==> src/hdl/tcw_pkg.sv <==
// Shared types and constants for the text console writer.
`timescale 1ns / 1ps
package tcw_pkg;

  // Field widths fixed by the stream formats
  localparam int KIND_W      = 2;
  localparam int CODE_W      = 8;
  localparam int INDEX_W     = 11;
  localparam int OFFSET_W    = 11;
  localparam int CELL_W      = 16;
  localparam int COLOUR_W    = 4;
  localparam int IN_TDATA_W  = 24;
  localparam int OUT_TDATA_W = 32;
  localparam int CFG_IDX_W   = 2;

  // Command queue between front and back
  localparam int QUEUE_DEPTH = 4;
  localparam int QPTR_W      = $clog2(QUEUE_DEPTH);

  // Input kinds
  localparam logic [KIND_W-1:0] KIND_PUT   = 2'd0;
  localparam logic [KIND_W-1:0] KIND_CLEAR = 2'd1;
  localparam logic [KIND_W-1:0] KIND_READ  = 2'd2;

  // Configuration register indexes
  localparam logic [CFG_IDX_W-1:0] CFG_FG = 2'd0;
  localparam logic [CFG_IDX_W-1:0] CFG_BG = 2'd1;

  // Character codes
  localparam logic [CODE_W-1:0] CH_BS    = 8'h08;
  localparam logic [CODE_W-1:0] CH_TAB   = 8'h09;
  localparam logic [CODE_W-1:0] CH_LF    = 8'h0A;
  localparam logic [CODE_W-1:0] CH_CR    = 8'h0D;
  localparam logic [CODE_W-1:0] CH_SPACE = 8'h20;
  localparam logic [CODE_W-1:0] CH_DEL   = 8'h7F;

  localparam int TAB_STEP = 8;

  localparam logic [COLOUR_W-1:0] FG_RESET   = 4'd2;
  localparam logic [COLOUR_W-1:0] BG_RESET   = 4'd0;
  localparam logic [CELL_W-1:0]   RESET_CELL = 16'h0220;

  typedef enum logic [2:0] {
    OP_NOP,
    OP_BACKSPACE,
    OP_TAB,
    OP_CR,
    OP_LF,
    OP_PRINT,
    OP_CLEAR,
    OP_READ
  } op_t;

  typedef struct packed {
    op_t                 op;
    logic [CODE_W-1:0]   code;
    logic [INDEX_W-1:0]  idx;
  } cmd_t;

  typedef enum logic [2:0] {
    ST_INIT,
    ST_IDLE,
    ST_READ,
    ST_CLEAR,
    ST_SCROLL
  } state_t;

  typedef struct packed {
    logic init_busy;
    logic pop;
    logic load_out;
  } back_status_t;

endpackage

==> src/hdl/tcw_front.sv <==
// Input side: accepts stream items and decodes them into queue commands.
`timescale 1ns / 1ps
module tcw_front #(
  parameter int CELL_COUNT = 2000
) (
  input  logic                            in_tvalid,
  output logic                            in_tready,
  input  logic [tcw_pkg::IN_TDATA_W-1:0]  in_tdata,
  input  logic [tcw_pkg::KIND_W-1:0]      in_tuser,
  input  logic                            init_busy,
  input  logic                            q_full,
  output logic                            q_push,
  output tcw_pkg::cmd_t                   q_cmd
);
  import tcw_pkg::*;

  logic [CODE_W-1:0]  code;
  logic [INDEX_W-1:0] idx;

  assign code = in_tdata[CODE_W-1:0];
  assign idx  = in_tdata[CODE_W +: INDEX_W];

  // no transfers while the buffer clearing pass after reset runs
  assign in_tready = !q_full && !init_busy;
  assign q_push    = in_tvalid && in_tready;

  always_comb begin
    q_cmd.code = code;
    q_cmd.idx  = idx;
    q_cmd.op   = OP_NOP;
    case (in_tuser)
      KIND_PUT: begin
        case (code)
          CH_BS:   q_cmd.op = OP_BACKSPACE;
          CH_TAB:  q_cmd.op = OP_TAB;
          CH_CR:   q_cmd.op = OP_CR;
          CH_LF:   q_cmd.op = OP_LF;
          default: begin
            if (code inside {[CH_SPACE:CH_DEL]}) q_cmd.op = OP_PRINT;
          end
        endcase
      end
      KIND_CLEAR: q_cmd.op = OP_CLEAR;
      KIND_READ: begin
        // out-of-range reads return zero data, same as a no-op
        if (32'(idx) < CELL_COUNT) q_cmd.op = OP_READ;
      end
      default: q_cmd.op = OP_NOP;
    endcase
  end

endmodule

==> config.mk <==
export PLATFORM = sky130hd
export DESIGN_NAME = tcw_front
export DESIGN_NICKNAME = d
export VERILOG_FILES = /design/src/hdl/tcw_pkg.sv /design/src/hdl/tcw_front.sv
export SDC_FILE = /design/constraint.sdc
export NUM_CORES = 1
export LEC_CHECK = 0
export ABC_CLOCK_PERIOD_IN_PS = 1800
export BUFFER_PORTS_ARGS = -buffer_cell sky130_fd_sc_hd__buf_2
export CAP_MARGIN = 20
export CORE_AREA = 2 2 39 41
export DETAILED_ROUTE_END_ITERATION = 12
export DIE_AREA = 0 0 41 43
export PLACE_DENSITY_LB_ADDON = 0.05
export SLEW_MARGIN = 20
export SYNTH_ARGS = -nofsm -noshare
export SYNTH_HDL_FRONTEND = slang
export SYNTH_SLANG_ARGS = --single-unit
==> constraint.sdc <==
create_clock -name vclk -period 1.8
set_input_delay 0.54 -clock vclk [all_inputs]
set_output_delay 0.54 -clock vclk [all_outputs]
set_load 0.005 [all_outputs]
**Word level (Yosys, flattened, before mapping)**

Cells that the tools add are included.

- Bits of input ports: 29
- Flip-flop bits (word level): 0
- Output and inout port bits: 24

- Muxes and demuxes: 4
- Equal/unequal tests: 6
- Magnitude comparators: 3
- Reduce and logical (&&, ||, !) cells: 6

Operators by type and width:

| kind | number |
|---|---|
| == test 8 x 4 -> 1 bit, second input constant | 4 |
| one-hot mux 3 bit (4 select lines) | 1 |
| less-than comparator 11 bit, second input constant | 1 |
| one-hot mux 3 bit (3 select lines) | 1 |
| greater-or-equal comparator 8 x 6 -> 1 bit, second input constant | 1 |
| <= comparator 8 x 7 -> 1 bit, second input constant | 1 |
| 2-to-1 mux 3 bit | 2 |
| logical AND 1 bit | 3 |
| == test 2 x 1 -> 1 bit, second input constant | 1 |
| == test 2 bit, second input constant | 1 |
| zero test 1 bit | 2 |
| zero test 2 bit | 1 |

**Depth between registers and ports, before layout**

Gate-level depths: netlist (run 1).

- Depth in word-level cells: 5
- Mapped depth: 3
- Mapped depth without buffers: 3

**Worst setup path after synthesis (run 1)**

OpenSTA, ideal clock, no wires.

- Kind: input to output
- Start point: input in_tdata[6] (netlist bit)
- End point: output q_cmd[19] (netlist bit)
- Setup slack: 56 ps
- Stages: 3
- Arrival: 1204 ps
- Data required time: 1260 ps
- Path buffers: 0
- Cell sequence: nor4b_4 > nand3b_2 > o311ai_2

RTL lines:

| item | line | source |
|---|---|---|
| from (decl) | tcw_front.sv:8 | `input logic [tcw_pkg::IN_TDATA_W-1:0] in_tdata,` |
| to (decl) | tcw_front.sv:13 | `output tcw_pkg::cmd_t q_cmd` |

==> impl_metrics.py, run 1 <==
metrics = {
    "outcome": {
        "status": "complete, but fails checks",
        "violations": "negative setup slack",
    },
    "place": {
        "io_buffers": 40,
        "gp_congestion": 0.583,
        "dp_hpwl_um": 651,
        "placedCellCount": 80,
    },
    "synthesis": {
        "synthTopCellsByArea": "buf_4 50%, nor4b_4 8.3%, o311ai_2 5.7%, nor2_1 5.2%, o211ai_1 5.2%",
        "synth.top_cell.area_share_pct": 49.6,
        "syn-num-nets": 67,
        "synth-simple-area-share_pct": 26.5,
        "synth_compound_area_share_pct": 18.3,
        "ys_types": 14,
        "syn_area_um2": 288,
        "synth_top_family_by_area": "buffers and inverters",
        "synth_xor_area_share_pct": 3.04,
        "netlist_instances": 38,
        "synthAdderAreaFrac_pct": 0,
        "synthMuxAreaShare_pct": 0,
        "ys_warn_count": 0,
        "postSynthAreaPerCell_um2": 7.57,
        "synth-seq-area-share_pct": 0,
        "synth_top_area_cell": "buf_4",
    },
    "drt": {
        "avgRoutedWirePerCell_um": 8.81,
        "via_per_inst": 4.19,
        "routed_wl_um": 714,
        "drt_iter0_markers": 0,
        "ant_nets": 0,
        "drc": 0,
        "drt_pass1_iterations": 1,
        "vias": 339,
    },
    "run": {
        "maxCapViolations": 0,
    },
    "floorplanning": {
        "die_w_um": 41,
        "start_util_pct": 20.8,
        "rows": 14,
        "die_h_um": 43,
        "coreArea_um2": 1380,
        "die-area_um2": 1760,
        "pin_count": 53,
    },
    "clock_tree": {
        "holdBufCountCts": 0,
    },
    "timing": {
        "tightest_slew_ns": 0.291,
        "finalCriticalPeriod_ns": 1.99,
        "setup_ws_ns": -0.189,
        "hold_violations": 0,
        "setup_viol": 3,
        "rsz0062_at_grt": "true",
        "slew_viol_final": 0,
        "timing.final.crit_share_pct": 110,
        "slew_headroom_pct": 80.5,
        "fmax_mhz": 503,
        "holdWs_ns": 1.08,
        "tns_ns": -0.493,
    },
    "setup_path": {
        "crit_path_end_kind": "output port",
        "path_cells": "buf_8, nor4b_4, nand3b_4, o311ai_2, buf_2",
        "start_kind": "input port",
        "crit_arrival_ns": 1.45,
        "path_buf_inv": 2,
        "crit_path_top_delay_cell": "nor4b_4",
        "critical_path_class": "input port to output port",
        "critPathMaxStageDelay_ns": 0.34,
        "cp_top_family": "simple AND/OR/NAND/NOR gates",
        "path_max_fanout": 3,
        "required_ns": 1.26,
    },
    "cells_and_area": {
        "mostFrequentLayoutCell": "buf_2",
        "diodes": 0,
        "drive_above_1_share_pct": 75.4,
        "multi_input_area_um2": 146,
        "final_cells": 81,
        "n_fill_cell": 162,
        "syn2layout_area_growth_pct": 51.3,
        "regArea_um2": 0,
        "final_cell_mix": "38 x buf_2, 6 x buf_4, 4 x nor2_1",
        "nClkBuffers": 0,
        "seq_cells": 0,
        "final_nets": 96,
    },
    "min_path": {
        "hold_depth": 0,
        "min_from": "in_tdata[10]",
        "hp-class": "input port to output port",
        "hold_end": "q_cmd[2]",
    },
    "pwr": {
        "power.density_nw_per_um2": 207,
        "ir_worst_vdd_mv": 0.0487,
        "leakage_nw": 0.269,
    },
    "grt": {
        "gr-total-overflow": 0,
        "antenna_found_initial": 0,
        "grt_pass1_wl_um": 1010,
        "grt_usage_pct": 7.39,
        "grt_start_max_net_pins": 5,
        "grt_pass1_vias": 273,
    },
}
## worst max path at each step
stage,start,to,depth (start not counted)
floorplan,in_tdata[6],q_cmd[19],3
global placement,in_tdata[6],q_cmd[19],5
detailed placement,in_tdata[6],q_cmd[19],5
CTS,in_tdata[4],q_cmd[19],5
global route,in_tdata[6],q_cmd[19],5
finish,in_tdata[6],q_cmd[19],5
## power by group
part           total [mW]  switching [mW]  internal (mW)
registers               0               0              0
clock network           0               0              0
logic              0.0902          0.0366         0.0536
total              0.0902          0.0366         0.0536
## cell usage after synthesis
master and number:
o221ai_1 1, o21ai_0 1, xor2_1 1, buf_4 19, and2_1 1, inv_1 2
or4_1 1, o211ai_1 2, nor4b_4 1, nor2_1 4, o311ai_2 1, nand3b_2 1
nand4_1 2, o21a_1 1
## cell families (layout without fill, tap and decap cells)
kind of cell,count (synthesis),count (layout)
xor+xnor,1,1
simple gates,10,10
compound gates,6,6
buf+inv,21,48
## routing by layer
layer / global-route usage (%) / vias to the layer above / wire length, um
met4: 0 / 0 / 0
met3: 1.57 / 0 / 95
met1: 8.86 / 145 / 246
li1: - / 168 / -
met2: 13.4 / 26 / 372
met5: 0 / - / 0
## through the flow
stage                     power, mW  area (um^2)  util [%]  worst slack, ns
after floorplan              0.0537          288         -           0.0556
final                        0.0902          435      31.5           -0.189
after CTS                    0.0910          432      31.2           -0.192
after detailed placement     0.0860          403      29.1           -0.248
after global routing         0.0995          435      31.5           -0.259
after global placement       0.0868          403      29.1           -0.246
## area by class of cell
class	count	area share, %
Timing Repair Buffer	46	60.1
Multi-Input combinational cell	17	33.6
Tap cell	16	4.60
Inverter	2	1.72
## timing repair
action                                  CTS  global route
setup buffers                             1             0
gates resized for setup                   4             1
cloned                                    0             0
pin swaps                                 5             3
endpoints found under the setup margin    3             3
No activity file was read; power rests on OpenSTA's default activity.
==> inputs of run 2 (changes only) <==
--- a/config.mk
+++ b/config.mk
@@ -5,6 +5,7 @@
 export SDC_FILE = /design/constraint.sdc
 export NUM_CORES = 1
 export LEC_CHECK = 0
+export ABC_AREA = 1
 export ABC_CLOCK_PERIOD_IN_PS = 1800
 export BUFFER_PORTS_ARGS = -buffer_cell sky130_fd_sc_hd__buf_2
 export CAP_MARGIN = 20
==> run 2 against run 1 <==
  * The run now ends clean
  * Largest cell class unchanged
  * Worst hold slack hardly changed
  * Sequential share of layout area unchanged
  * Cell count increased by 15%
  * Critical path type unchanged
  * Core utilization up 0.63 points
  * Combinational power rose by 2.5%
  * Power increased by 2.5%
  * Design area is 2.0% higher
  * Wire length is 3.8% lower
  * Non-clock buffer count down 4
  * Critical endpoint is now q_cmd[20]
  * Via count grew 4.1%
==> impl_metrics.py, run 2 <==
metrics = {
    "outcome": {
        "status": "complete, no violations",
    },
    "drt": {
        "avgRoutedWirePerCell_um": 7.39,
        "vias": 353,
        "via_per_inst": 3.80,
        "drc": 0,
        "drt_pass1_iterations": 4,
        "ant_nets": 0,
        "routed_wl_um": 687,
        "drt_iter0_markers": 2,
    },
    "grt": {
        "grt_usage_pct": 6.29,
        "antenna_found_initial": 0,
        "grt_start_max_net_pins": 5,
        "gr-total-overflow": 0,
        "grt_pass1_wl_um": 862,
        "grt_pass1_vias": 243,
    },
    "pwr": {
        "leakage_nw": 0.264,
        "ir_worst_vdd_mv": 0.0579,
        "power.density_nw_per_um2": 208,
        "finalPower_mw": 0.0925,
    },
    "timing": {
        "hold_violations": 0,
        "holdWs_ns": 1.08,
        "rsz0062_at_grt": "true",
        "slew_viol_final": 0,
        "tns_ns": 0,
        "timing.final.crit_share_pct": 98.3,
        "finalCriticalPeriod_ns": 1.77,
        "setup_ws_ns": 0.0308,
        "setup_viol": 0,
        "fmax_mhz": 565,
        "tightest_slew_ns": 0.154,
        "slew_headroom_pct": 89.7,
    },
    "cells_and_area": {
        "drive_above_1_share_pct": 59.7,
        "regArea_um2": 0,
        "seq_cells": 0,
        "mostFrequentLayoutCell": "buf_2",
        "utilization_pct": 32.1,
        "final_area_um2": 444,
        "nClkBuffers": 0,
        "syn2layout_area_growth_pct": 47.3,
        "final_cells": 93,
        "n_fill_cell": 172,
        "final_cell_mix": "36 x buf_2, 13 x nand2_1, 6 x nor2_1, 4 x inv_1",
        "final_nets": 108,
        "diodes": 0,
        "multi_input_area_um2": 161,
    },
    "setup_path": {
        "crit_path_end_kind": "output port",
        "cp-startpoint": "in_tdata[6]",
        "start_kind": "input port",
        "critical_path_class": "input port to output port",
        "crit_arrival_ns": 1.23,
        "required_ns": 1.26,
        "path_max_fanout": 3,
    },
    "synthesis": {
        "synthTopCellsByCount": "19 x buf_4, 14 x nand2_1, 8 x nor2_1",
        "synthTopCellsByArea": "buf_4 47%, nand2_1 17%, nor2_1 10%, inv_1 5.0%, xnor2_1 2.9%",
        "synth.top_cell.area_share_pct": 47.3,
        "syn-num-nets": 83,
        "ys_types": 13,
        "synth_top_area_cell": "buf_4",
        "yosysMostFrequentCell": "buf_4",
        "ys_warn_count": 0,
        "syn_area_um2": 302,
        "netlist_instances": 54,
        "synth-seq-area-share_pct": 0,
        "postSynthAreaPerCell_um2": 5.58,
    },
    "place": {
        "gp_congestion": 0.614,
        "dp_hpwl_um": 615,
        "dpl-instance-area_um2": 387,
        "placedCellCount": 92,
        "dp_slack_ns": 0.00874,
        "io_buffers": 40,
    },
    "floorplanning": {
        "die_w_um": 41,
        "die-area_um2": 1760,
        "pin_count": 53,
        "start_util_pct": 21.8,
        "rows": 14,
        "coreArea_um2": 1380,
        "die_h_um": 43,
    },
    "min_path": {
        "hp-class": "input port to output port",
        "hold_depth": 0,
        "min_from": "in_tdata[11]",
    },
    "run": {
        "maxCapViolations": 0,
    },
    "clock_tree": {
        "holdBufCountCts": 0,
    },
}
[run 2: cell type report]
type	instances	area share, %
multi-input combinational	31	36.3
tap	16	4.51
timing repair buffer	42	55.8
inverter	4	3.38
[run 2: path summary, 6_finish.rpt]
| path | endpoint | slack (ns) |
|---|---|---|
| setup / recovery | q_cmd[20] | 0.03 |
| hold / removal | q_cmd[3] | 1.08 |
[run 2: logic make-up (layout without fill, tap and decap cells)]
| kind of cell | count (synthesis) | after routing | share of synthesized area [%] |
|---|---|---|---|
| buffers and inverters | 23 | 46 | 52.3 |
| xor gates and xnor gates | 1 | 1 | 2.91 |
| and+or+nand+nor | 25 | 25 | 34.0 |
| AOI/OAI and AO/OA | 5 | 5 | 10.8 |
[run 2: repair_timing]
action                     CTS  global route
buffers inserted             0             1
setup endpoints to repair    0             2
gates resized for setup      0            11
[run 2: worst max-delay path: stages]
cell	delay (ns)
buf_8	0.10
nor2_4	0.09
nand2_2	0.07
buf_4	0.13
o211ai_1	0.17
buf_2	0.14
[run 2: per-layer routing]
metal	vias to the layer above	GRT usage (%)	part of all wire [%]
li1	195	-	-
met1	134	9.49	37
met2	24	10.3	46
met3	0	0	17
met4	0	0	0
met5	-	0	0
[run 2: power by group]
part / internal [mW] / switching (mW)
Sequential: 0 / 0
Clock: 0 / 0
Combinational: 0.0532 / 0.0393
Total: 0.0532 / 0.0393
