**config.mk**
```make
export PLATFORM = sky130hd
export DESIGN_NAME = tcw_cmd_fifo
export DESIGN_NICKNAME = d
export VERILOG_FILES = /design/src/hdl/tcw_pkg.sv /design/src/hdl/tcw_cmd_fifo.sv
export SDC_FILE = /design/constraint.sdc
export NUM_CORES = 1
export LEC_CHECK = 0
export BUFFER_PORTS_ARGS = -buffer_cell sky130_fd_sc_hd__buf_2
export CAP_MARGIN = 10
export CORE_ASPECT_RATIO = 0.75
export CORE_UTILIZATION = 45
export DETAILED_ROUTE_END_ITERATION = 10
export PLACE_DENSITY_LB_ADDON = 0.1
export SYNTH_ARGS = -nofsm -noshare
export SYNTH_HDL_FRONTEND = slang
export SYNTH_SLANG_ARGS = --single-unit
```
**constraint.sdc**
```tcl
create_clock -name clk -period 1.6 [get_ports clk]
set_input_delay 0.32 -clock clk [delete_from_list [all_inputs] [get_ports clk]]
set_output_delay 0.32 -clock clk [all_outputs]
set_load 0.03 [all_outputs]
```
**src/hdl/tcw_pkg.sv**
```systemverilog
// Shared types and constants for the text console writer.
`timescale 1ns / 1ps
package tcw_pkg;

  // Field widths fixed by the stream formats
  localparam int KIND_W      = 2;
  localparam int CODE_W      = 8;
  localparam int INDEX_W     = 11;
  localparam int OFFSET_W    = 11;
  localparam int CELL_W      = 16;
  localparam int COLOUR_W    = 4;
  localparam int IN_TDATA_W  = 24;
  localparam int OUT_TDATA_W = 32;
  localparam int CFG_IDX_W   = 2;

  // Command queue between front and back
  localparam int QUEUE_DEPTH = 4;
  localparam int QPTR_W      = $clog2(QUEUE_DEPTH);

  // Input kinds
  localparam logic [KIND_W-1:0] KIND_PUT   = 2'd0;
  localparam logic [KIND_W-1:0] KIND_CLEAR = 2'd1;
  localparam logic [KIND_W-1:0] KIND_READ  = 2'd2;

  // Configuration register indexes
  localparam logic [CFG_IDX_W-1:0] CFG_FG = 2'd0;
  localparam logic [CFG_IDX_W-1:0] CFG_BG = 2'd1;

  // Character codes
  localparam logic [CODE_W-1:0] CH_BS    = 8'h08;
  localparam logic [CODE_W-1:0] CH_TAB   = 8'h09;
  localparam logic [CODE_W-1:0] CH_LF    = 8'h0A;
  localparam logic [CODE_W-1:0] CH_CR    = 8'h0D;
  localparam logic [CODE_W-1:0] CH_SPACE = 8'h20;
  localparam logic [CODE_W-1:0] CH_DEL   = 8'h7F;

  localparam int TAB_STEP = 8;

  localparam logic [COLOUR_W-1:0] FG_RESET   = 4'd2;
  localparam logic [COLOUR_W-1:0] BG_RESET   = 4'd0;
  localparam logic [CELL_W-1:0]   RESET_CELL = 16'h0220;

  typedef enum logic [2:0] {
    OP_NOP,
    OP_BACKSPACE,
    OP_TAB,
    OP_CR,
    OP_LF,
    OP_PRINT,
    OP_CLEAR,
    OP_READ
  } op_t;

  typedef struct packed {
    op_t                 op;
    logic [CODE_W-1:0]   code;
    logic [INDEX_W-1:0]  idx;
  } cmd_t;

  typedef enum logic [2:0] {
    ST_INIT,
    ST_IDLE,
    ST_READ,
    ST_CLEAR,
    ST_SCROLL
  } state_t;

  typedef struct packed {
    logic init_busy;
    logic pop;
    logic load_out;
  } back_status_t;

endpackage

```
**src/hdl/tcw_cmd_fifo.sv**
```systemverilog
// Short command queue between the decode front and the execution back.
`timescale 1ns / 1ps
module tcw_cmd_fifo (
  input  logic           clk,
  input  logic           rst_n,
  input  logic           push,
  input  tcw_pkg::cmd_t  push_cmd,
  output logic           full,
  input  logic           pop,
  output logic           head_valid,
  output tcw_pkg::cmd_t  head_cmd
);
  import tcw_pkg::*;

  cmd_t              slot_r [QUEUE_DEPTH];
  logic [QPTR_W-1:0] wr_ptr_r, wr_ptr_nxt;
  logic [QPTR_W-1:0] rd_ptr_r, rd_ptr_nxt;
  logic [QPTR_W:0]   count_r, count_nxt;

  assign full       = (count_r == (QPTR_W + 1)'(QUEUE_DEPTH));
  assign head_valid = (count_r != '0);
  assign head_cmd   = slot_r[rd_ptr_r];

  always_comb begin
    wr_ptr_nxt = push ? wr_ptr_r + QPTR_W'(1) : wr_ptr_r;
    rd_ptr_nxt = pop  ? rd_ptr_r + QPTR_W'(1) : rd_ptr_r;
    count_nxt  = count_r + (QPTR_W + 1)'(push) - (QPTR_W + 1)'(pop);
  end

  always_ff @(posedge clk) begin
    if (!rst_n) begin
      wr_ptr_r <= '0;
      rd_ptr_r <= '0;
      count_r  <= '0;
    end else begin
      wr_ptr_r <= wr_ptr_nxt;
      rd_ptr_r <= rd_ptr_nxt;
      count_r  <= count_nxt;
    end
  end

  always_ff @(posedge clk) begin
    if (push) slot_r[wr_ptr_r] <= push_cmd;
  end

endmodule

```
**Word level (Yosys, flattened, before mapping)**

Memory sizes are Yosys's and may differ from the RTL's. A register that Yosys moved wholly into a read port is not among the register bits.
Cells that the tools add are included.

- Flip-flop bits (word level): 7
- Bits in writable memories: 88
- Input bits: 26
- Memories: 1

Memories:

| name | words | bits a word | rd ports | clocked after Yosys merged registers in | write ports | RTL line | source |
|---|---|---|---|---|---|---|---|
| slot_r | 4 | 22 | 1 | 1 | 1 | tcw_cmd_fifo.sv:15 | `cmd_t slot_r [QUEUE_DEPTH];` |

- Equality and inequality tests: 1
- Add/sub/neg operators: 4
- Mux-type cells: 4
- Reduce and logical (&&, ||, !) cells: 1

Operators by type and width:

| kind | count |
|---|---|
| 2-bit by 1-bit adder with 2-bit output (second input constant) | 2 |
| 2-bit two-way mux | 2 |
| 3-bit by 1-bit adder with 3-bit output | 1 |
| 3-bit equality test (second input constant) | 1 |
| 3-bit nonzero test | 1 |
| 3-bit by 1-bit subtractor with 3-bit output | 1 |
| 1-bit two-way mux | 2 |

**Longest topological paths before layout**

Gate-level depths: netlist of run 1.

- Word-level depth: 3
- Mapped depth: 7

**Least setup slack after synthesis of run 1**

OpenSTA, ideal clock, no wires.

- Path kind: register to register
- Start point: reg count_r[0]
- End point: reg count_r[2]
- Data required time: 1.483 ns
- Period minus slack after synthesis: 1.661 ns
- Cell stages (with the launch flop): 8
- Path buffers: 0
- Arrival: 1.544 ns
- Slack: -0.061 ns
- Library setup time: 0.117 ns
- Cell sequence: dfxtp_1 -> inv_1 -> ha_1 -> inv_1 -> ha_1 -> fa_1 -> xor3_1 -> nor2_1

- Longest elaborated chain between the ends: 2

RTL lines:

| what | RTL line | source |
|---|---|---|
| start: declaration | tcw_cmd_fifo.sv:18 | `logic [QPTR_W:0] count_r, count_nxt;` |
| start signal: assignment | tcw_cmd_fifo.sv:38 | `count_r <= count_nxt;` |
| 3-bit by 1-bit adder with 3-bit output | tcw_cmd_fifo.sv:27 | `count_nxt = count_r + (QPTR_W + 1)'(push) - (QPTR_W + 1)'(pop);` |
| 3-bit by 1-bit subtractor with 3-bit output | tcw_cmd_fifo.sv:27 |  |

Every way passes these cells.
A chain may end at the register's enable or synchronous reset.

==> impl_results.md, run 1 <==
- Status: finished with violations
- Failing checks: setup timing
- VDD IR max: approximately 0.66 mV
- Slew margin rel.: 0.768
- Post-detailed-routing wire length: approximately 5900 um
- Dominant cell type by area after synthesis: edfxtp_1
- First-pass GRT wire length: 8960 um
- Ys flop type: edfxtp_1
- Max clock buf depth: 2
- DR iter-0 viols: between 70 and 80
- Clock-pin slew on the worst setup and hold paths: 90 ps
- Placed instance count: 312
- Top post-synthesis cells by area: edfxtp_1 73%, mux4_2 12%, dfxtp_1 5.0%, ha_1 2.1%, mux4_1 1.5%
- Total power draw: 5.67 mW
- P_leak: approximately 1.6 nW
- Largest net degree at the start of global routing: 23
- Die ar.: 8420 um^2
- Fin nets: between 200 and 300
- Rows: 27
- Number of global-route vias before repair: roughly 1800
- Sw Share: 0.230
- Slew Limit Fails: 0
- Logic pwr share: 0.163
- Sequential cell area: roughly 2800 um^2
- Detailed-route vias per instance: between 5 and 6
- Hold path cells: 1
- Die W: around 110 um
- Warnings from Yosys: 0
- Hold Path Class: input pin to register
- Asr flop ratio synth: 0
- CTS tree: done
- Drt drc: 0
- CP arrival: between 1500 and 2000 ps
- Multi-input gate area: 741 um^2
- Clock Sinks: between 90 and 100
- Seq/Total Area, Yosys: 0.779
- Startpoint Class: register
- CTS root buf: clkbuf_8
- Slowest cell delay on critical path: between 500 and 600 ps
- Power Internal: 4.37 mW
- Final worst setup slack: -331 ps
- # fillers: roughly 590
- Syn_area_per_cell: between 20 and 25 um^2
- PD cells: about 1300 nW/um^2
- Share of cells above drive strength 1: 0.442
- RSZ-0062 raised after global routing: true
- Postcts setup bufs: 0
- Ant diodes: 0
- Total Neg Setup Slack: -6450 ps
- Fmax achieved: 0.518 GHz
- Standard cell core area: ~7600 um^2
- Depth of the CTS H-tree: 3
- R2r startpoint: count_r[0]
- FF-to-FF End: count_r[1]
- Worst Hold End: slot_r[2][15]
- Least-Margin Pin Slew: 348 ps
- Clk_lat worst skew: 350 ps
- Placed Area: between 4000 and 5000 um^2
- Synth Net Count: 190
- Max-cap violation count: 0
- #FFs+latches synth: 97
- Clock power share: 0.316
- RD Place Congestion: approximately 0.68
- Post-Layout Cell Count: roughly 330
- Internal reg-to-reg setup slack: 50 ps
- Crit Path Max Fanout: 12
- Fin. Hold Viols: 0
- Cells after Synth: between 150 and 200
- Number of synthesized flops with an enable pin: about 90
- CP Cell Sequence: buf_12 > mux4_2 > buf_6
- Overflow after GRT: 0
- Wire length per cell: 18.0 um
- Post-route ant nets: 0
- Final core utilization: 0.588
- WP buf/inv: 2
- Post-Syn Area: 3620 um^2
- Detailed placement HPWL: around 3600 um
- Worst Setup Path Type: register to primary output
- Initial antenna violation count: 0
- Overall Global Routing Usage: 0.152
- PortBufs: 49
- Tcrit/Tclk final: 1.21
- Setup Skew: around 5.3 ps
- Required @ worst endpoint: about 1300 ps
- Syn-to-layout area delta: 22.9%
- Synth unique cells: 19
- Initial Util: 0.479
- Synth cell count leaders: 88 x edfxtp_1, 20 x mux4_2, 9 x dfxtp_1
- Fin crit period: 1930 ps
- R2R depth: 6
- Final Cell Area: 4450 um^2
- Crit path max-delay cell type: mux4_2
- Synth top area share: 0.730
- Worst path top cell family by delay: multiplexers
- Final setup viols: 22
- Worst Setup End Kind: primary output
- Reg power frac: 0.522
- # IOs: 50
- DR pass1 iterations: 4
- Post-placement setup slack: -43.1 ps
- Vias: roughly 1700
- Sw power: 1.30 mW
- Die Y: roughly 80 um
- Hold Path Origin: push_cmd[15]
- Hold WS: 175 ps
- Top-count cell post-synth: edfxtp_1
- Cts bufs inserted: 9
-- worst max-delay path by stage --
stage                        start  cells past startpoint     endpoint
after floorplan           register                      2  head_cmd[0]
after global placement         pop                      7   count_r[2]
after detailed placement       pop                      7   count_r[2]
after global routing      register                      3  head_cmd[6]
after CTS                 register                      3  head_cmd[6]
final                     register                      3  head_cmd[6]
-- metal layers --
| layer | share of wire | vias up | global-route usage |
|---|---|---|---|
| met5 | 0 | - | 0 |
| met2 | 0.52 | 47 | 0.259 |
| met3 | 0.057 | 8 | 0.0555 |
| met4 | 0.012 | 0 | 0.0542 |
| met1 | 0.42 | 863 | 0.179 |
| li1 | - | 759 | - |
-- power by group through the flow --
stage          Combinational [mW]  Clock [mW]  Sequential, mW
5_1_grt                     0.986        1.92            2.97
6_report                    0.922        1.79            2.96
2_1_floorplan               0.556           0            3.00
4_1_cts                     0.929        1.84            2.96
3_3_place_gp                0.785           0            3.00
3_5_place_dp                0.809           0            3.02
-- cells by family after synthesis --
family | share of synthesized area
flip-flops | 0.779
multiplexers | 0.142
AND/OR/NAND/NOR | 0.0211
buffers and inverters | 0.0162
adder cells (fa/ha/maj) | 0.0263
XOR/XNOR | 0.0114
AO/OA/AOI/OAI | 0.00414
-- repair_timing --
action	4_1_cts	5_1_grt
resized for setup	47	4
gates cloned	0	0
hold buffers	0	0
endpoints found under the setup margin	22	24
-- cell usage in the layout, fill, tap and decap left out, types with 2 or more instances in the layout --
master,count
and2_1,5
buf_12,4
buf_2,27
buf_4,5
buf_6,22
bufinv_16,3
clkbuf_8,9
dfxtp_1,7
edfxtp_1,88
ha_1,5
inv_1,7
mux4_2,22
nor2_1,5
xnor2_1,2
-- area by class of cell --
type                            instances  area share
Multi-Input combinational cell         49       0.166
Inverter                                7     0.00590
Clock buffer                            9      0.0278
Clock inverter                          6      0.0242
Sequential cell                        97       0.635
Timing Repair Buffer                   58       0.112
Tap cell                              101      0.0284
-- flip-flops by register name, summed over array words and instances, names as in the netlist, named ones only --
| signal | count |
|---|---|
| slot_r | 88 |
| count_r | 3 |
| rd_ptr_r | 2 |
| wr_ptr_r | 2 |
Note: power is estimated with default switching activity, not from simulation.
==> run 2: changes to the inputs <==
Settings changed: RECOVER_POWER from default to 50.
==> impl_results.md, run 2 (synthesis results as in run 1) <==
- Status: finished with violations
- Failing checks: setup timing
- Worst Setup End Kind: primary output
- DR iter-0 viols: between 60 and 70
- VDD IR max: 0.660 mV
- Number of global-route vias before repair: around 1800
- Required @ worst endpoint: 1280 ps
- # fillers: 599
- RD Place Congestion: 0.683
- Final setup viols: 22
- Die W: about 110 um
- Total power draw: between 5 and 6 mW
- Tcrit/Tclk final: 1.21
- PortBufs: around 50
- Hold Buf Count CTS: 0
- Post-detailed-routing wire length: ~6000 um
- Overall Global Routing Usage: 0.152
- DR pass1 iterations: 4
- Overflow after GRT: 0
- Startpoint Class: register
- Max-cap violation count: 0
- Drt drc: 0
- Standard cell core area: approximately 7600 um^2
- Final worst setup slack: -330 ps
- Largest Register: slot_r
- Placed Area: between 4000 and 5000 um^2
- # IOs: 50
- Die Y: 79.7 um
- Most frequent cells in the layout: 88 x edfxtp_1, 22 x mux4_2, 22 x clkbuf_1, 22 x buf_6, 9 x clkbuf_8
- Wire length per cell: 18.0 um
- Initial Util: 0.479
- Slew Limit Fails: 0
- First-pass GRT wire length: about 9000 um
- Detailed placement HPWL: around 3600 um
- Slew margin rel.: 0.770
- Top Registers: slot_r: 88 flops, count_r: 3 flops
- Share of cells above drive strength 1: 0.345
- Clk_lat worst skew: about 350 ps
- Depth of the CTS H-tree: 3
- Rows: 27
- Largest net degree at the start of global routing: 23
- Final Cell Area: roughly 4400 um^2
- Post-placement setup slack: -43.1 ps
- CTS root buf: clkbuf_8
- Hold Path Class: input pin to register
- P_leak: approximately 1.5 nW
- Clock Sinks: 97
- Syn-to-layout area delta: 22.2%
- Clock-pin slew on the worst setup and hold paths: approximately 80 ps
- Post-route ant nets: 0
- Max clock buf depth: 2
- Worst Setup Path Type: register to primary output
- Die ar.: 8420 um^2
- Fin crit period: slightly below 2000 ps
- Commonest non-fill, non-tap cell in the layout: edfxtp_1
- Fin nets: roughly 260
- RSZ-0062 raised after global routing: true
- Ant diodes: 0
- Placed instance count: around 310
- PD cells: between 1000 and 1500 nW/um^2
- Detailed-route vias per instance: approximately 5.2
- CTS tree: done
- Setup Skew: between 5 and 6 ps
- Initial antenna violation count: 0
- Fmax achieved: between 0.5 and 0.6 GHz
- Crit Path Max Fanout: 12
- Least-Margin Pin Slew: approximately 350 ps
- Cts bufs inserted: 9
- Max reg flops: 88
- Vias: approximately 1700
- Fin. Hold Viols: 0
- CP arrival: roughly 1600 ps
- Post-Layout Cell Count: approximately 330
-- run 2: changes by cell type in the layout (fill, tap and decap cells not counted), sizes merged --
cell | previous run | this run
buf | 58 | 36
clkbuf | 9 | 31
-- run 2: cell type report --
type	count	area, um^2	area share
Sequential cell	97	2830	0.639
Inverter	7	26.3	0.00594
Clock buffer	9	124	0.0280
Tap cell	101	126	0.0286
Multi-Input combinational cell	49	741	0.167
Clock inverter	6	108	0.0243
Timing Repair Buffer	58	473	0.107
-- run 2: repair_timing --
item                                    in CTS  in global routing
setup buffers                                0                  0
resized for setup                           47                  4
cloned                                       0                  0
endpoints found under the setup margin      22                 24
-- run 2: path summary, 6_finish.rpt --
check,startpoint,end,slack (ps),depth (start not counted)
hold / removal,rst_n,count_r[0],210,2
setup reg to reg,count_r[0],count_r[1],50,6
setup / recovery,register,head_cmd[6],-330,3
hold reg to reg,wr_ptr_r[1],wr_ptr_r[1],570,2
-- run 2: worst max-delay path: stages, from the launching register on --
cell and delay [ps]:
dfxtp_4 380, buf_12 160, mux4_2 550, buf_6 160
-- run 2: per-layer routing --
metal,wire (um),GRT usage,vias up,share of wire
li1,-,-,758,-
met1,2450,0.179,874,0.41
met2,3030,0.259,46,0.51
met3,339,0.0555,9,0.057
met4,77,0.0542,0,0.013
met5,0,0,-,0
-- run 2: where the power goes --
part           internal, mW  total, mW  switching (mW)  leakage, nW
combinational         0.430      0.915           0.485        0.501
clock                  1.02       1.79           0.767        0.117
sequential             2.91       2.96          0.0518        0.884
-- run 2: stage by stage --
step / hold slack, ps / TNS, ps / utilization
2_1_floorplan: 419 / 0 / -
3_3_place_gp: 528 / -11.3 / 0.539
3_5_place_dp: 535 / -51.6 / 0.539
4_1_cts: 154 / -7190 / 0.587
5_1_grt: 204 / -7930 / 0.585
6_report: 212 / -6430 / 0.585
==> run 3: changes to the inputs <==
Settings changed: BUFFER_PORTS_ARGS -buffer_cell sky130_fd_sc_hd__buf_2 to -buffer_cell sky130_fd_sc_hd__clkbuf_2, CORE_ASPECT_RATIO 0.75 to default, GPL_TIMING_DRIVEN from default to 0.
==> impl_results.md, run 3 (synthesis results as in run 1) <==
- Worst Hold End: count_r[1]
- PortBufs: 49
- Startpoint Class: register
- CP Cell Sequence: buf_12 > mux4_2 > buf_8
- Worst path top cell family by delay: multiplexers
- # IOs: 50
- Hold Path Class: input pin to register
- CP arrival: between 1500 and 2000 ps
- # fillers: 615
- FF-to-FF End: count_r[1]
- Max-cap violation count: 0
- Worst Setup Path Type: register to primary output
- RSZ-0062 raised after global routing: true
- Status: finished with violations
- Rows: 32
- Detailed placement HPWL: 3820 um
- DR iter-0 viols: 97
- Fin nets: 252
- R2R depth: 6
- Depth of the CTS H-tree: 3
- Least-Margin Pin Slew: about 600 ps
- Share of cells above drive strength 1: 0.362
- Fin. Hold Viols: 0
- Fmax achieved: roughly 0.52 GHz
- Post-Layout Cell Count: between 300 and 400
- Die W: a little over 90 um
- Crit path max-delay cell type: mux4_2
- CTS root buf: clkbuf_8
- Slew Limit Fails: 0
- Placed instance count: slightly above 300
- CTS tree: done
- Failing checks: setup timing
- Overall Global Routing Usage: 0.155
- Die ar.: roughly 8400 um^2
- DR pass1 iterations: 4
- Initial Util: 0.466
- Largest net degree at the start of global routing: 23
- Commonest non-fill, non-tap cell in the layout: edfxtp_1
- P_leak: ~1.5 nW
- Cts bufs inserted: 9
- Die Y: about 90 um
- VDD IR max: about 0.56 mV
- Post-placement setup slack: -353 ps
- Wire length per cell: around 18 um
- Number of global-route vias before repair: 1863
- Hold path cells: 2
- Max reg flops: slightly below 90
- Clk_lat worst skew: 340 ps
- Worst Setup End Kind: primary output
- Standard cell core area: 7770 um^2
- Crit Path Max Fanout: 10
- Syn-to-layout area delta: 22.3%
- Tcrit/Tclk final: 1.20
- Final worst setup slack: -327 ps
- Final core utilization: 0.571
- Max clock buf depth: 2
- PD cells: about 1200 nW/um^2
- Fin crit period: around 1900 ps
- Initial antenna violation count: 0
- Drt drc: 0
- RD Place Congestion: roughly 0.7
- Post-route ant nets: 0
- Overflow after GRT: 0
- Largest Register: slot_r
- Hold WS: ~200 ps
- First-pass GRT wire length: about 9400 um
- R2r startpoint: count_r[0]
- Slew margin rel.: 0.589
- Slowest cell delay on critical path: about 550 ps
- Clock Sinks: 97
- Hold Buf Count CTS: 0
- Final setup viols: 22
- Vias: around 1600
- Top Registers: slot_r: 88 flops, count_r: 3 flops
- Hold Path Origin: rst_n
- Post-detailed-routing wire length: 5930 um
- Setup Skew: 7.21 ps
- Ant diodes: 0
- WP buf/inv: 2
- Most frequent cells in the layout: 88 x edfxtp_1, 23 x clkbuf_1, 22 x mux4_2, 22 x buf_8, 9 x clkbuf_8
- Detailed-route vias per instance: ~5.0
- Internal reg-to-reg setup slack: about 90 ps
- Required @ worst endpoint: between 1000 and 1500 ps
- Clock-pin slew on the worst setup and hold paths: 90 ps
## run 3: changes by cell type in the layout (fill, tap and decap cells not counted), moves of 4 or more
cell	change
clkbuf_2	+4
buf_6	-22
buf_2	-4
buf_8	+22
## run 3: cell type report
cell class	count	area [um^2]	share of cell area
Sequential cell	97	2830	0.638
Multi-Input combinational cell	49	757	0.171
Timing Repair Buffer	51	453	0.102
Clock buffer	10	128	0.0288
Tap cell	102	128	0.0288
Clock inverter	6	57.6	0.0130
Buffer	4	55.1	0.0124
Inverter	7	26.3	0.00593
## run 3: stage by stage
stage	instance area (um^2)	total power [mW]	setup TNS, ps
after floorplan	3620	3.56	0
after global placement	4000	3.76	-22070
after detailed placement	4000	3.81	-31430
after CTS	4410	5.43	-7310
after global routing	4430	5.65	-7960
final	4430	5.45	-6560
## run 3: worst register-to-register path: cells and delay by family, from the launching register on
| family | cells | cell delay, ps |
|---|---|---|
| fa+ha+maj | 3 | 940 |
| buf+inv | 2 | 80 |
| flops | 1 | 340 |
| simple gates | 1 | 110 |
## run 3: how the worst max path moves through the flow
stage,from,endpoint,depth (start not counted),slack (ps)
global placement,wr_ptr_r[0],slot_r[0][4],3,-250
CTS,register,head_cmd[7],3,-360
detailed placement,wr_ptr_r[0],slot_r[0][4],3,-350
global route,register,head_cmd[12],3,-380
floorplan,register,head_cmd[0],2,80
finish,register,head_cmd[12],3,-330
## run 3: power by group
| group | internal (mW) | switching (mW) |
|---|---|---|
| clock | 0.716 | 0.784 |
| sequential | 2.91 | 0.0535 |
| combinational | 0.485 | 0.500 |
## run 3: repair_timing
| item | in CTS | in global routing |
|---|---|---|
| buffers inserted | 1 | 1 |
| endpoints found under the setup margin | 112 | 41 |
| gates resized for setup | 57 | 31 |
| endpoints found under the hold margin | 0 | 0 |
## run 3: per-layer routing
metal / track usage / vias to the layer above / share of wire
met5: 0 / - / 0
met4: 0.0664 / 0 / 0.011
met3: 0.0323 / 6 / 0.035
met2: 0.269 / 35 / 0.54
met1: 0.188 / 844 / 0.41
li1: - / 755 / -
